--- config.mk ---
export PLATFORM = sky130hd
export DESIGN_NAME = block_bitmap_allocator
export DESIGN_NICKNAME = d
export VERILOG_FILES = /design/src/rtl/core/bba_pkg.sv /design/src/rtl/core/bba_datapath.sv /design/src/rtl/core/bba_ctrl.sv /design/src/rtl/core/block_bitmap_allocator.sv
export VERILOG_INCLUDE_DIRS = /design/src /design/src/rtl/core
export SDC_FILE = /design/constraint.sdc
export NUM_CORES = 2
export LEC_CHECK = 0
export BUFFER_PORTS_ARGS = -buffer_cell sky130_fd_sc_hd__buf_4
export CAP_MARGIN = 5
export CORE_MARGIN = 2
export CORE_UTILIZATION = 25
export DETAILED_ROUTE_END_ITERATION = 10
export GPL_TIMING_DRIVEN = 0
export PLACE_DENSITY = 0.36
export SYNTH_ARGS = -nofsm -noshare
export SYNTH_HDL_FRONTEND = slang
export SYNTH_HIERARCHICAL = 1
export SYNTH_SLANG_ARGS = --single-unit
--- constraint.sdc ---
create_clock -name clk_i -period 17.2 [get_ports clk_i]
set_clock_uncertainty 0.1 [all_clocks]
set_input_delay 1.72 -clock clk_i [delete_from_list [all_inputs] [get_ports clk_i]]
set_output_delay 1.72 -clock clk_i [all_outputs]
set_load 0.005 [all_outputs]
--- src/rtl/core/block_bitmap_allocator_assert.svh ---
// Assertion macros for the block bitmap allocator.
`ifndef BLOCK_BITMAP_ALLOCATOR_ASSERT_SVH
`define BLOCK_BITMAP_ALLOCATOR_ASSERT_SVH

// Same-cycle implication, clocked on clk_i, off during reset
`define BBA_ASSERT_NOW(lbl, ante, cons) \
  lbl: assert property (@(posedge clk_i) disable iff (!rst_ni) (ante) |-> (cons)) \
    else $error("block_bitmap_allocator: check failed");

// Next-cycle implication, clocked on clk_i, off during reset
`define BBA_ASSERT_NEXT(lbl, ante, cons) \
  lbl: assert property (@(posedge clk_i) disable iff (!rst_ni) (ante) |=> (cons)) \
    else $error("block_bitmap_allocator: check failed");

`endif

--- src/rtl/core/bba_pkg.sv ---
// Shared constants, types and helpers of the block bitmap allocator.
package bba_pkg;

  localparam int unsigned WORD_W         = 8;
  localparam int unsigned WORD_LW        = 3;
  localparam int unsigned BLK_W          = 10;
  localparam int unsigned CFG_W          = 11;
  localparam int unsigned ST_W           = 2;
  localparam int unsigned NUM_BLOCKS_DEF = 1024;
  localparam int unsigned TOTAL_RST      = 1024;

  // Result status codes
  localparam logic [ST_W-1:0] ST_OK           = 2'd0;
  localparam logic [ST_W-1:0] ST_NO_FREE      = 2'd1;
  localparam logic [ST_W-1:0] ST_ALREADY_FREE = 2'd2;
  localparam logic [ST_W-1:0] ST_RANGE        = 2'd3;

  // Commands from the controller to the datapath
  typedef struct packed {
    logic            clr;        // write zero at sweep counter, advance
    logic            take;       // capture request
    logic            top_rd;     // read top summary entry
    logic            top_inc;    // step to next top summary entry
    logic            grp_rd;     // read group summary entry
    logic            wrd_rd;     // read bitmap word
    logic            alloc_wr;   // mark found block used
    logic            free_rd;    // read all levels at request block
    logic            free_wr;    // mark request block free
    logic            res_set;    // capture result
    logic            res_alloc;  // result carries the found block number
    logic [ST_W-1:0] res_code;
    logic            out_load;   // move result into the output register
  } bba_cmd_t;

  // Status from the datapath to the controller
  typedef struct packed {
    logic clr_last;
    logic in_free;
    logic top_full;
    logic top_last;
    logic cand_ok;
    logic free_ok;
    logic bit_used;
  } bba_sts_t;

  // Index of the lowest clear bit of a word (zero for a full word)
  function automatic logic [WORD_LW-1:0] ffz(input logic [WORD_W-1:0] w);
    logic [WORD_LW-1:0] r;
    logic               found;
    r     = '0;
    found = 1'b0;
    for (int i = 0; i < WORD_W; i++) begin
      if (!found && !w[i]) begin
        r     = WORD_LW'(i);
        found = 1'b1;
      end
    end
    return r;
  endfunction

  // One-hot mask for a bit position within a word
  function automatic logic [WORD_W-1:0] bit_mask(input logic [WORD_LW-1:0] idx);
    logic [WORD_W-1:0] m;
    m      = '0;
    m[idx] = 1'b1;
    return m;
  endfunction

endpackage

--- src/rtl/core/bba_datapath.sv ---
// Datapath: three-level bitmap memories, limit register, indices and result registers.
module bba_datapath import bba_pkg::*; #(
  parameter int unsigned NUM_BLOCKS = NUM_BLOCKS_DEF
) (
  input  logic             clk_i,
  input  logic             rst_ni,
  input  logic             cfg_we_i,
  input  logic [CFG_W-1:0] cfg_wdata_i,
  input  logic             operation_i,
  input  logic [BLK_W-1:0] block_number_i,
  input  bba_cmd_t         cmd_i,
  output bba_sts_t         sts_o,
  output logic [BLK_W-1:0] allocated_block_o,
  output logic [ST_W-1:0]  status_o
);

  // Block index width (at least the port width), then word, group and top indices
  localparam int unsigned NB_LW   = $clog2(NUM_BLOCKS);
  localparam int unsigned BW      = (NB_LW > BLK_W) ? NB_LW : BLK_W;
  localparam int unsigned WW      = BW - WORD_LW;
  localparam int unsigned GW      = WW - WORD_LW;
  localparam int unsigned TW      = GW - WORD_LW;
  localparam int unsigned LW      = $clog2(NUM_BLOCKS + 1);
  localparam int unsigned CW      = BW + 1;
  localparam int unsigned KW      = (LW > CFG_W) ? LW : CFG_W;
  localparam int unsigned LIM_RST = (TOTAL_RST > NUM_BLOCKS) ? NUM_BLOCKS : TOTAL_RST;

  // Level 0: used bits; level 1: word-full bits; level 2: group-full bits
  logic [WORD_W-1:0] lvl0_mem [2**WW];
  logic [WORD_W-1:0] lvl1_mem [2**GW];
  logic [WORD_W-1:0] lvl2_mem [2**TW];

  logic [WORD_W-1:0] r0_q, r1_q, r2_q;
  logic [LW-1:0]     lim_q, lim_d;
  logic [KW-1:0]     cfg_x;
  logic [WW-1:0]     clr_q, clr_d;
  logic [BW-1:0]     blk_q, blk_d;
  logic [TW-1:0]     t_q, t_d;
  logic [GW-1:0]     g_q, g_d;
  logic [WW-1:0]     w_q, w_d;
  logic [BLK_W-1:0]  res_blk_q, res_blk_d;
  logic [ST_W-1:0]   res_st_q, res_st_d;
  logic [BLK_W-1:0]  out_blk_q, out_blk_d;
  logic [ST_W-1:0]   out_st_q, out_st_d;

  logic [WORD_LW-1:0] f0, f1, f2;
  logic [GW-1:0]      g_alloc;
  logic [WW-1:0]      w_alloc;
  logic [BW-1:0]      b_alloc;
  logic [TW-1:0]      blk_t;
  logic [GW-1:0]      blk_g;
  logic [WW-1:0]      blk_w;

  logic              re0, re1, re2, we0, we1, we2;
  logic [WW-1:0]     ra0, wa0;
  logic [GW-1:0]     ra1, wa1;
  logic [TW-1:0]     ra2, wa2;
  logic [WORD_W-1:0] wd0, wd1, wd2;
  logic [WORD_W-1:0] set0, set1, set2;

  // Search candidates from the held read data
  assign f0      = ffz(r0_q);
  assign f1      = ffz(r1_q);
  assign f2      = ffz(r2_q);
  assign g_alloc = {t_q, f2};
  assign w_alloc = {g_q, f1};
  assign b_alloc = {w_q, f0};

  // Indices of the request block
  assign blk_t = blk_q[BW-1 -: TW];
  assign blk_g = blk_q[BW-1 -: GW];
  assign blk_w = blk_q[BW-1 -: WW];

  // Limit register, clipped to capacity on write
  assign cfg_x = KW'(cfg_wdata_i);
  always_comb begin
    lim_d = lim_q;
    if (cfg_we_i) begin
      lim_d = (cfg_x > KW'(NUM_BLOCKS)) ? LW'(NUM_BLOCKS) : LW'(cfg_x);
    end
  end

  // Sweep counter and indices
  always_comb begin
    clr_d = cmd_i.clr ? clr_q + 1'b1 : clr_q;
    blk_d = cmd_i.take ? BW'(block_number_i) : blk_q;
    t_d   = t_q;
    g_d   = g_q;
    w_d   = w_q;
    if (cmd_i.take)    t_d = '0;
    if (cmd_i.top_inc) t_d = t_q + 1'b1;
    if (cmd_i.grp_rd)  g_d = g_alloc;
    if (cmd_i.wrd_rd)  w_d = w_alloc;
    if (cmd_i.free_rd) begin
      t_d = blk_t;
      g_d = blk_g;
      w_d = blk_w;
    end
  end

  // Memory read controls
  assign re2 = cmd_i.top_rd | cmd_i.free_rd;
  assign re1 = cmd_i.grp_rd | cmd_i.free_rd;
  assign re0 = cmd_i.wrd_rd | cmd_i.free_rd;
  assign ra2 = cmd_i.free_rd ? blk_t : t_q;
  assign ra1 = cmd_i.free_rd ? blk_g : g_alloc;
  assign ra0 = cmd_i.free_rd ? blk_w : w_alloc;

  // Memory write controls: clear sweep, allocate set, free clear
  assign set0 = r0_q | bit_mask(f0);
  assign set1 = r1_q | bit_mask(w_q[WORD_LW-1:0]);
  assign set2 = r2_q | bit_mask(g_q[WORD_LW-1:0]);

  always_comb begin
    we0 = 1'b0;
    we1 = 1'b0;
    we2 = 1'b0;
    wa0 = w_q;
    wa1 = g_q;
    wa2 = t_q;
    wd0 = '0;
    wd1 = '0;
    wd2 = '0;
    if (cmd_i.clr) begin
      we0 = 1'b1;
      we1 = 1'b1;
      we2 = 1'b1;
      wa0 = clr_q;
      wa1 = clr_q[GW-1:0];
      wa2 = clr_q[TW-1:0];
    end else if (cmd_i.alloc_wr) begin
      // summaries only change when the word, then the group, fills up
      we0 = 1'b1;
      we1 = &set0;
      we2 = (&set0) & (&set1);
      wd0 = set0;
      wd1 = set1;
      wd2 = set2;
    end else if (cmd_i.free_wr) begin
      we0 = 1'b1;
      we1 = 1'b1;
      we2 = 1'b1;
      wd0 = r0_q & ~bit_mask(blk_q[WORD_LW-1:0]);
      wd1 = r1_q & ~bit_mask(w_q[WORD_LW-1:0]);
      wd2 = r2_q & ~bit_mask(g_q[WORD_LW-1:0]);
    end
  end

  // Bitmap memories, registered read data held until the next read
  always_ff @(posedge clk_i) begin
    if (we0) lvl0_mem[wa0] <= wd0;
    if (re0) r0_q <= lvl0_mem[ra0];
  end

  always_ff @(posedge clk_i) begin
    if (we1) lvl1_mem[wa1] <= wd1;
    if (re1) r1_q <= lvl1_mem[ra1];
  end

  always_ff @(posedge clk_i) begin
    if (we2) lvl2_mem[wa2] <= wd2;
    if (re2) r2_q <= lvl2_mem[ra2];
  end

  // Result capture and output register
  always_comb begin
    res_blk_d = res_blk_q;
    res_st_d  = res_st_q;
    out_blk_d = out_blk_q;
    out_st_d  = out_st_q;
    if (cmd_i.res_set) begin
      res_st_d  = cmd_i.res_code;
      res_blk_d = cmd_i.res_alloc ? b_alloc[BLK_W-1:0] : '0;
    end
    if (cmd_i.out_load) begin
      out_blk_d = res_blk_q;
      out_st_d  = res_st_q;
    end
  end

  // Control registers
  always_ff @(posedge clk_i or negedge rst_ni) begin
    if (!rst_ni) begin
      lim_q <= LW'(LIM_RST);
      clr_q <= '0;
    end else begin
      lim_q <= lim_d;
      clr_q <= clr_d;
    end
  end

  // Payload registers
  always_ff @(posedge clk_i) begin
    blk_q     <= blk_d;
    t_q       <= t_d;
    g_q       <= g_d;
    w_q       <= w_d;
    res_blk_q <= res_blk_d;
    res_st_q  <= res_st_d;
    out_blk_q <= out_blk_d;
    out_st_q  <= out_st_d;
  end

  // Status to the controller
  always_comb begin
    sts_o          = '0;
    sts_o.clr_last = &clr_q;
    sts_o.in_free  = operation_i;
    sts_o.top_full = &r2_q;
    sts_o.top_last = &t_q;
    sts_o.cand_ok  = CW'(b_alloc) < CW'(lim_q);
    sts_o.free_ok  = CW'(blk_q) < CW'(lim_q);
    sts_o.bit_used = r0_q[blk_q[WORD_LW-1:0]];
  end

  assign allocated_block_o = out_blk_q;
  assign status_o          = out_st_q;

endmodule

--- src/rtl/core/bba_ctrl.sv ---
// Controller: sequences the clear sweep, the allocate search and the free update.
module bba_ctrl import bba_pkg::*; (
  input  logic     clk_i,
  input  logic     rst_ni,
  input  logic     in_valid_i,
  output logic     in_ready_o,
  output logic     out_valid_o,
  input  logic     out_ready_i,
  input  bba_sts_t sts_i,
  output bba_cmd_t cmd_o
);

  localparam logic [3:0] S_CLEAR = 4'd0;
  localparam logic [3:0] S_IDLE  = 4'd1;
  localparam logic [3:0] S_TOP   = 4'd2;
  localparam logic [3:0] S_GRP   = 4'd3;
  localparam logic [3:0] S_WRD   = 4'd4;
  localparam logic [3:0] S_BIT   = 4'd5;
  localparam logic [3:0] S_FRD   = 4'd6;
  localparam logic [3:0] S_FWR   = 4'd7;
  localparam logic [3:0] S_FIN   = 4'd8;

  logic [3:0] state_q, state_d;
  logic       out_valid_q, out_valid_d;

  // Next state and commands
  always_comb begin
    state_d    = state_q;
    cmd_o      = '0;
    in_ready_o = 1'b0;
    unique case (state_q)
      S_CLEAR: begin
        cmd_o.clr = 1'b1;
        if (sts_i.clr_last) state_d = S_IDLE;
      end
      S_IDLE: begin
        in_ready_o = 1'b1;
        if (in_valid_i) begin
          cmd_o.take = 1'b1;
          state_d    = sts_i.in_free ? S_FRD : S_TOP;
        end
      end
      S_TOP: begin
        cmd_o.top_rd = 1'b1;
        state_d      = S_GRP;
      end
      S_GRP: begin
        if (!sts_i.top_full) begin
          cmd_o.grp_rd = 1'b1;
          state_d      = S_WRD;
        end else if (sts_i.top_last) begin
          cmd_o.res_set  = 1'b1;
          cmd_o.res_code = ST_NO_FREE;
          state_d        = S_FIN;
        end else begin
          cmd_o.top_inc = 1'b1;
          state_d       = S_TOP;
        end
      end
      S_WRD: begin
        cmd_o.wrd_rd = 1'b1;
        state_d      = S_BIT;
      end
      S_BIT: begin
        // lowest free block found; refuse it if at or past the limit
        cmd_o.res_set = 1'b1;
        if (sts_i.cand_ok) begin
          cmd_o.alloc_wr  = 1'b1;
          cmd_o.res_alloc = 1'b1;
          cmd_o.res_code  = ST_OK;
        end else begin
          cmd_o.res_code = ST_NO_FREE;
        end
        state_d = S_FIN;
      end
      S_FRD: begin
        if (sts_i.free_ok) begin
          cmd_o.free_rd = 1'b1;
          state_d       = S_FWR;
        end else begin
          cmd_o.res_set  = 1'b1;
          cmd_o.res_code = ST_RANGE;
          state_d        = S_FIN;
        end
      end
      S_FWR: begin
        cmd_o.res_set = 1'b1;
        if (sts_i.bit_used) begin
          cmd_o.free_wr  = 1'b1;
          cmd_o.res_code = ST_OK;
        end else begin
          cmd_o.res_code = ST_ALREADY_FREE;
        end
        state_d = S_FIN;
      end
      S_FIN: begin
        if (!out_valid_q || out_ready_i) begin
          cmd_o.out_load = 1'b1;
          state_d        = S_IDLE;
        end
      end
      default: begin
        state_d = S_IDLE;
      end
    endcase
  end

  // Output slot occupancy
  always_comb begin
    out_valid_d = out_valid_q;
    if (out_ready_i) out_valid_d = 1'b0;
    if (cmd_o.out_load) out_valid_d = 1'b1;
  end

  always_ff @(posedge clk_i or negedge rst_ni) begin
    if (!rst_ni) begin
      state_q     <= S_CLEAR;
      out_valid_q <= 1'b0;
    end else begin
      state_q     <= state_d;
      out_valid_q <= out_valid_d;
    end
  end

  assign out_valid_o = out_valid_q;

endmodule

--- src/rtl/core/block_bitmap_allocator.sv ---
// Block bitmap allocator top level: first-fit block allocation over a bitmap.
// Usage notes: after reset the block sweeps its bitmap clear, one word of eight
// blocks per cycle, and takes no request until the sweep has cleared the last
// word; configuration writes are taken during the sweep. The bitmap sits in
// three levels of memory: used bits, word-full bits and group-full bits, each
// behind one registered read port. A free request steps through a range check
// with read of all levels, write back and output load, or through the range
// check and output load alone when the block is out of range. An allocate
// reads the top summary one entry at a time, moving on to the next entry for
// every 512-block region that it finds full, then reads the group and word
// entries, checks the limit, marks the block used if it is within the limit
// and loads the output. The next request is accepted once the result is in its
// output register slot, even if the previous result has not yet been taken.
`include "block_bitmap_allocator_assert.svh"

module block_bitmap_allocator import bba_pkg::*; #(
  parameter int unsigned NUM_BLOCKS = NUM_BLOCKS_DEF
) (
  input  logic             clk_i,
  input  logic             rst_ni,
  input  logic             cfg_we_i,
  input  logic [CFG_W-1:0] cfg_wdata_i,
  input  logic             in_valid_i,
  output logic             in_ready_o,
  input  logic             operation_i,
  input  logic [BLK_W-1:0] block_number_i,
  output logic             out_valid_o,
  input  logic             out_ready_i,
  output logic [BLK_W-1:0] allocated_block_o,
  output logic [ST_W-1:0]  status_o
);

  bba_cmd_t cmd;
  bba_sts_t sts;

  // Sequencer
  bba_ctrl u_ctrl (
    .clk_i       (clk_i),
    .rst_ni      (rst_ni),
    .in_valid_i  (in_valid_i),
    .in_ready_o  (in_ready_o),
    .out_valid_o (out_valid_o),
    .out_ready_i (out_ready_i),
    .sts_i       (sts),
    .cmd_o       (cmd)
  );

  // Bitmap storage and result path
  bba_datapath #(
    .NUM_BLOCKS (NUM_BLOCKS)
  ) u_datapath (
    .clk_i             (clk_i),
    .rst_ni            (rst_ni),
    .cfg_we_i          (cfg_we_i),
    .cfg_wdata_i       (cfg_wdata_i),
    .operation_i       (operation_i),
    .block_number_i    (block_number_i),
    .cmd_i             (cmd),
    .sts_o             (sts),
    .allocated_block_o (allocated_block_o),
    .status_o          (status_o)
  );

  // Checks
  `BBA_ASSERT_NEXT(a_busy_after_take, in_valid_i && in_ready_o, !in_ready_o)
  `BBA_ASSERT_NOW(a_load_into_free_slot, cmd.out_load, !out_valid_o || out_ready_i)
  `BBA_ASSERT_NOW(a_zero_block_on_refusal, out_valid_o && (status_o != ST_OK), allocated_block_o == '0)
  `BBA_ASSERT_NOW(a_rise_needs_load, $rose(out_valid_o), $past(cmd.out_load))

endmodule
==> impl_metrics.py <==
metrics = {
    "run_status": {
        "outcome": "complete, but fails checks",
        "violations": "max-capacitance violations, max-slew violations",
    },
    "cts": {
        "numCtsBuffers": 145,
        "tritoncts": "yes",
        "cts.sink_count": 1261,
        "root_buffer": "clkbuf_16",
        "ctsHtreeMaxLevel": 4,
        "clock_latency_ps": 760,
        "postCtsSetupRepairBufs": 0,
        "ctsResizeCount": 0,
        "cts_buffer_depth": 3,
        "cts_hold_buf": 0,
        "clkTransAtPathRegs_ps": 60,
    },
    "global_routing": {
        "grt_usage": 0.164,
        "gr-total-overflow": 0,
        "grt_pass1_wl_mm": 234,
        "first_global_vias": 28600,
        "antenna_found_initial": 6,
        "grt_max_degree": 42,
    },
    "timing": {
        "slew_headroom": -0.0495,
        "setup-violations-final": 0,
        "rsz0062_at_grt": "no",
        "min_period_ps": 7510,
        "max_clock_freq_mhz": 133,
        "finalHoldViolCount": 0,
        "slew_viol_final": 3,
        "worstMarginPinSlew_ps": 1560,
        "min_period_over_period": 0.437,
        "finalSetupTns_ps": 0,
    },
    "power_and_ir_drop": {
        "p_leak_nw": 19.0,
        "ir_drop_mv": 0.106,
        "finalPower_mw": 8.64,
        "power_density_nw_per_um2": 144,
    },
    "routing": {
        "routed_wl_mm": 170,
        "drt_iter0_drc": 2798,
        "wl_per_cell_um": 29.2,
        "ant_nets": 0,
        "firstDrtPassIters": 6,
        "vias_per_cell": 4.77,
        "drc": 0,
        "num_vias": 27800,
    },
    "worst_setup_path": {
        "criticalPathCategory": "flip-flop to flip-flop",
        "arrival_ps": 7850,
        "cp.required_ps": 17540,
        "cp_max_fo": 10,
        "reg2regPathDepth": 23,
        "crit_path_end_kind": "flip-flop",
        "worst_setup_path_start_kind": "flip-flop",
    },
    "yosys": {
        "synth_warnings": 6,
        "ys.flop_type": "edfxtp_1",
        "async_flop_share": 0.0182,
        "synth_cells": 2807,
        "synth_edf_count": 1238,
        "synth_nets": 2853,
        "ys_types": 82,
        "ys_ff_latch": 1261,
        "synth_area_um2": 50700,
        "synth.avg_cell_area_um2": 18.1,
        "ys_seq_area_frac": 0.745,
    },
    "placement": {
        "gp_congestion": 0.856,
        "io_buffers": 39,
        "post-dp-hpwl_mm": 121,
    },
    "cells_and_area": {
        "fillCellCount": 19900,
        "layout.nets": 3087,
        "drive_gt1_frac": 0.213,
        "multi_input_area_um2": 12000,
        "final_common_cell": "edfxtp_1",
        "final_cell_mix": "edfxtp_1 (1238), nand2_1 (287), mux4_2 (245)",
        "regArea_um2": 37800,
        "syn_to_final_growth_pct": 18.1,
    },
    "flow_run": {
        "maxCapViolCount": 1,
    },
    "hold_path": {
        "hp-class": "flip-flop to flip-flop",
        "holdPathStages": 0,
    },
    "floorplan": {
        "dieWidth_um": 454,
        "die_h_um": 454,
        "start_util": 0.251,
        "rows": 165,
        "placeableCoreArea_um2": 202000,
        "pin_count": 41,
        "dieArea_um2": 206000,
    },
}
[final cells by class]
class                      count  share of cell area
multi-input combinational   1341               0.200
clock inverter                84              0.0117
buffer                       157              0.0154
tap                         2672              0.0558
clock buffer                 183              0.0644
inverter                      48             0.00313
antenna                        2           0.0000836
timing repair buffer          87              0.0187
sequential                  1261               0.631
[metrics by stage]
stage           util  area, µm²  hold WS (ps)  instances  worst slack (ps)
2_1_floorplan      -      50700           300       2807              9540
6_report       0.297      59900           321       5835              9690
5_1_grt        0.296      59900           327       5834              9500
4_1_cts        0.296      59900           320       5832              9640
3_5_place_dp   0.274      55300           306       5565              9690
3_3_place_gp   0.269      54300           318       5518              1940
[cells in the mapped netlist (6+ instances only)]
library cell	n	area [µm²]
nor2b_1	11	68.8
nor2_1	173	649
a22oi_1	46	345
nand3_1	94	470
mux2_2	14	158
and3_1	11	68.8
nand3b_1	9	67.6
nand2b_1	11	68.8
nand4_1	9	56.3
buf_4	14	105
or2_2	6	37.5
nand2_1	287	1080
ha_1	19	238
mux2i_1	52	521
dfrtp_1	22	551
clkbuf_1	66	248
a21oi_1	88	440
buf_2	46	230
o2111ai_1	7	61.3
buf_6	21	236
o21a_1	10	75.1
a211oi_1	11	82.6
nor3_1	36	180
mux4_2	245	5520
and2_1	15	93.8
mux4_1	11	289
inv_1	41	154
a31oi_1	23	144
o22ai_1	15	93.8
edfxtp_1	1238	37200
o21ai_0	46	230
a311oi_1	7	61.3
buf_1	6	22.5
[critical path, cell delays in order, from the launching register on]
cell      delay, ps
edfxtp_1        570
ha_1            340
o21ai_0          70
nand2b_1         70
a21o_1          180
a21o_1          170
a21o_1          180
a21o_1          180
a211oi_1        220
o22a_1          260
and3_1          340
nand2_1         150
o31a_1          130
or2_1           250
buf_2           240
inv_2           160
buf_4           230
buf_4           310
buf_4           320
buf_2           420
nand2_1         100
a21oi_1         800
o22ai_1         490
nor3_1          830
[power breakdown]
group | internal [mW] | leakage (nW) | switching, mW | total [mW]
combinational | 0.632 | 5.08 | 1.36 | 1.99
sequential | 3.61 | 11.7 | 0.0551 | 3.67
clock | 1.73 | 2.23 | 1.25 | 2.98
[state kept, by name, indices dropped and copies added, names as in the netlist]
name / cells
u_datapath/lvl0_mem: 1024
u_datapath/lvl1_mem: 128
u_datapath/lvl2_mem: 16
u_datapath/lim_q: 11
u_datapath/allocated_block_o: 10
u_datapath/blk_q: 10
u_datapath/res_blk_q: 10
u_datapath/r0_q: 8
u_datapath/r1_q: 8
u_datapath/r2_q: 8
u_datapath/clr_q: 7
u_datapath/w_q: 7
u_ctrl/state_q: 4
u_datapath/g_q: 4
u_datapath/res_st_q: 2
u_datapath/status_o: 2
u_ctrl/out_valid_o: 1
u_datapath/t_q: 1
[path summary, 6_finish.rpt]
kind	startpoint	to	slack [ps]
worst max-delay path	u_datapath/blk_q[1]	u_datapath/r0_q[3]	9690
worst min-delay path	u_datapath/res_blk_q[8]	u_datapath/allocated_block_o[8]	320
worst max register to register	u_datapath/blk_q[1]	u_datapath/r0_q[3]	9690
worst min register to register	u_datapath/res_blk_q[8]	u_datapath/allocated_block_o[8]	320
max in group asynchronous	rst_ni	u_datapath/lim_q[10]	15940
min in group asynchronous	rst_ni	u_ctrl/out_valid_o	760
[metal layers]
metal / part of all wire / track usage / up-vias / wire (µm)
li1: - / - / 11700 / -
met5: 0.000065 / 0 / - / 11
met4: 0.024 / 0.0438 / 2 / 4110
met2: 0.48 / 0.269 / 863 / 81700
met1: 0.44 / 0.221 / 15000 / 75300
met3: 0.054 / 0.0318 / 201 / 9280
[kinds of logic (layout without fill, tap and decap cells)]
logic type | Yosys count | after routing | share of synthesized area
xor gates and xnor gates | 6 | 6 | 0.00104
adders and majority gates | 21 | 21 | 0.00508
other | 0 | 2 | 0
buffers and inverters | 205 | 559 | 0.0218
muxes | 322 | 322 | 0.128
DFF | 1261 | 1261 | 0.745
and+or+nand+nor | 690 | 690 | 0.0606
AOI/OAI and AO/OA | 302 | 302 | 0.0389
No activity file was read; power rests on OpenSTA's default activity.
